===== src/rtl/mmm_pkg.sv =====
// Package for the modular matrix multiply block: sizes, state codes,
// config register indexes and the step-unit control word. No dependencies.
`timescale 1ns / 1ps

package mmm_pkg;

    localparam int MAX_ROWS    = 16;
    localparam int MAX_INNER   = 16;
    localparam int ROW_W       = $clog2(MAX_ROWS);
    localparam int INNER_W     = $clog2(MAX_INNER);
    localparam int ADDR_W      = ROW_W + INNER_W;
    localparam int TBL_DEPTH   = MAX_ROWS * MAX_INNER;
    localparam int CNT_W       = 5;
    localparam int COL_W       = 15;
    localparam int Q_W         = 63;
    localparam int V_W         = 62;
    localparam int STEPS       = 63;
    localparam int STEP_W      = 6;

    localparam logic [Q_W-1:0] TOP_MOD   = {1'b1, {(Q_W-1){1'b0}}};
    localparam logic [Q_W-1:0] RST_MOD   = Q_W'(65537);
    localparam logic [CNT_W-1:0] RST_ROWS  = CNT_W'(MAX_ROWS);
    localparam logic [CNT_W-1:0] RST_INNER = CNT_W'(MAX_INNER);

    typedef enum logic [1:0] {
        CFG_MODULUS = 2'd0,
        CFG_ROWS    = 2'd1,
        CFG_INNER   = 2'd2
    } t_cfg_idx;

    localparam logic OP_LOAD = 1'b0;
    localparam logic OP_DATA = 1'b1;

    typedef enum logic [2:0] {
        S_IDLE,
        S_REDV,
        S_WR,
        S_RD,
        S_REDA,
        S_MUL,
        S_ADD,
        S_EMIT
    } t_state;

    typedef struct packed {
        logic shift;
        logic in_bit;
    } t_step_ctl;

endpackage


===== src/rtl/mmm_modstep.sv =====
// Shared modular step unit: optional doubling with a shifted-in bit, then a
// modular add. Depends on mmm_pkg.
`timescale 1ns / 1ps

module mmm_modstep import mmm_pkg::*; (
    input  t_step_ctl        i_ctl,
    input  logic [Q_W-1:0]   i_r,
    input  logic [V_W-1:0]   i_addend,
    input  logic [Q_W-1:0]   i_q,
    output logic [Q_W-1:0]   o_r
);

    logic [Q_W-1:0] w_t1;
    logic [Q_W-1:0] w_t1r;
    logic [Q_W-1:0] w_t2;

    // r < q <= 2^62, so 2r+1 and t1r+addend both fit in 63 bits
    always_comb begin
        w_t1  = i_ctl.shift ? {i_r[Q_W-2:0], i_ctl.in_bit} : i_r;
        w_t1r = (w_t1 >= i_q) ? (w_t1 - i_q) : w_t1;
        w_t2  = w_t1r + {1'b0, i_addend};
        o_r   = (w_t2 >= i_q) ? (w_t2 - i_q) : w_t2;
    end

endmodule


===== config.mk =====
export PLATFORM = sky130hd
export DESIGN_NAME = mmm_modstep
export DESIGN_NICKNAME = d
export VERILOG_FILES = /design/src/rtl/mmm_pkg.sv /design/src/rtl/mmm_modstep.sv
export SDC_FILE = /design/constraint.sdc
export NUM_CORES = 1
export LEC_CHECK = 0
export BUFFER_PORTS_ARGS = -buffer_cell sky130_fd_sc_hd__buf_2
export CAP_MARGIN = 15
export CORE_AREA = 2 2 144 174
export DETAILED_ROUTE_END_ITERATION = 7
export DIE_AREA = 0 0 146 176
export PLACE_DENSITY = 0.8
export REMOVE_ABC_BUFFERS = 1
export SYNTH_ARGS = -nofsm -noshare
export SYNTH_HDL_FRONTEND = slang
export SYNTH_SLANG_ARGS = --single-unit

===== constraint.sdc =====
create_clock -name vclk -period 10.2
set_clock_uncertainty 0.2 [all_clocks]
set_input_delay 0 -clock vclk [all_inputs]
set_output_delay 0 -clock vclk [all_outputs]
set_load 0.005 [all_outputs]

==> impl_metrics.yaml <==
drt:
  drt_iter0_drc: 1237
  drt_drc: 0
  drt-vias-per-instance: 6.307
  detail_route.first_pass.iterations: 6
  wirelength_mm: 51.99
  vias: 15840
  drt.antenna.violating_nets: 0
  wire_per_inst_um: 20.71
floorplanning:
  initial_utilization_pct: 54.69
  chipHeight_um: 176
  area_enclosed_by_the_die_boundary_um2: 25700
  num_rows: 62
  ios: 253
  die_width_um: 146
  core-area_um2: 23890
placement:
  dpl.hpwl_mm: 45.15
  postPlaceCellArea_um2: 14930
  post-place-cells: 2511
  numPortBuffers: 253
  gp_congestion: 1.101
synthesis:
  synth_area_leader_cell: "ha_1"
  synth_most_common_cell: "a21oi_1"
  synth_common_cells: "222 x a21oi_1, 210 x nand2_1, 192 x o21ai_0"
  post_synth_main_area_contributors: "ha_1 18%, a21oi_1 8.5%, a21o_1 7.4%"
  synth_cell_types: 80
  synth_area_per_cell_um2: 6.666
  seq_area_frac_synth_pct: 0
  synthCells: 1960
  syn_area_um2: 13070
  yosys_warnings: 0
  yosysTopAreaCellShare_pct: 18.10
timing:
  finalSetupViolations: 0
  worst_hold_slack_ps: 240.0
  period_minus_slack_ps: 9705
  grt_setup_unrepaired: "no"
  slew_headroom_pct: 39.54
  setup_tns_ps: 0
  worstMarginPinSlew_ps: 904.6
  finalHoldViolCount: 0
  final-max-slew-violation-count: 0
  max_freq_mhz: 103.0
  post-route-period-util_pct: 95.15
critical_path:
  worst_setup_path_startpoint: "i_ctl[1]"
  critPathCaptureType: "output pin"
  worstSetupPathType: "input pin to output pin"
  critPathSlowestCell: "o21ai_0"
  cp_common_cell: "a21oi_1"
  delay_contributed_by_the_slowest_stage_of_the_critical_path_ps: 630
  worst-endpoint-required_ps: 10000
  setup.worst_path.start_class: "input pin"
  worst-endpoint-arrival_ps: 9500
  crit_path_max_fanout: 29
power:
  clock_power_share_pct: 0
  p_leak_nw: 7.523
  comb_power_share_pct: 100.0
  pwr-share-seq_pct: 0
  net-switching-power_mw: 2.270
  powerDensity_nw_per_um2: 257.7
  power.internal_mw: 1.583
  power.ir.vdd_worst_v: 0.0001252
  power_switching_share_pct: 58.92
finish:
  insertedDiodeCount: 0
  seq_cell_count: 0
  post-route-cell-area_um2: 14950
  drive_gt1_share_pct: 18.90
  finish.net_count: 2575
  clock_buffer_count: 0
  final_core_utilization_pct: 62.58
  area_growth_pct: 14.44
  area.sequential_um2: 0
  stdcell_count: 2511
clock_network:
  post_cts_setup_bufs: 0
  postCtsResizedCells: 0
  cts.hold.buffers_added: 0
outcome:
  status: "finished, final reports clean"
worst_hold_path:
  hold_path_startpoint: "i_q[0]"
  timing.hold.worst.class: "input pin to output pin"
global_routing:
  gr-total-overflow: 0
  gr-usage-all-layers_pct: 37.95
  global_route_wire_length_before_repair_mm: 78.99
  grt_antenna_before_repair: 1
  grt_start_max_net_pins: 92
  grt_pass1_vias: 15260
job:
  maximum_capacitance_violations: 0
[per-layer routing]
| metal | GRT usage, % | vias up | wire length (µm) |
|---|---|---|---|
| li1 | - | 7689 | - |
| met1 | 43.57 | 7231 | 20160 |
| met2 | 69.89 | 743 | 25200 |
| met3 | 2.920 | 173 | 3175 |
| met4 | 20.51 | 2 | 3445 |
| met5 | 0 | - | 13 |
[power groups by stage]
| stage | Combinational (mW) | Sequential [mW] | Clock, mW |
|---|---|---|---|
| after floorplan | 2.46 | 0 | 0 |
| after detailed placement | 3.73 | 0 | 0 |
| after CTS | 3.76 | 0 | 0 |
| after global placement | 3.70 | 0 | 0 |
| final | 3.85 | 0 | 0 |
| after global routing | 4.15 | 0 | 0 |
[logic make-up after synthesis]
logic type	count (synthesis)	synth area share, %
AO/OA/AOI/OAI	751	35.99
XOR/XNOR	171	11.46
adder cells (fa/ha/maj)	192	18.56
buffers and inverters	203	6.052
multiplexers	90	7.699
AND/OR/NAND/NOR	553	20.24
[placed cells by master, fill, tap and decap left out, types with 64 or more instances in the layout]
| cell type | instances |
|---|---|
| buf_2 | 253 |
| a21oi_1 | 220 |
| nand2_1 | 210 |
| o21ai_0 | 192 |
| ha_1 | 189 |
| a21o_1 | 129 |
| inv_1 | 112 |
| xnor2_1 | 103 |
| nor2_1 | 95 |
| xor2_1 | 68 |
| mux2_2 | 68 |
| buf_4 | 64 |
[cell type report]
class / count / area, µm²
fillers: 2336 / 8940
inverters: 112 / 420.4
multi-input cells: 1757 / 12300
well taps: 320 / 400.4
repair buffers: 322 / 1829
[metrics by stage]
step                      setup WS, ps  power (mW)
after detailed placement         561.9       3.734
after floorplan                  -2713       2.465
after global placement           749.3       3.703
after global routing             66.14       4.150
final                            495.2       3.853
after CTS                        505.8       3.756
[critical path: cells and delay by family]
family          cells  cell delay [ps]
xor+xnor            1              550
buf+inv             6             1290
fa+ha+maj           3             1120
simple gates        4             1040
mux                 3             1130
compound gates     18             4320
[worst paths after layout]
| kind | end | slack (ps) | depth (start not counted) |
|---|---|---|---|
| setup / recovery | o_r[56] | 500 | 35 |
| hold / removal | o_r[0] | 240 | 4 |
Note: power is estimated with default switching activity, not from simulation.
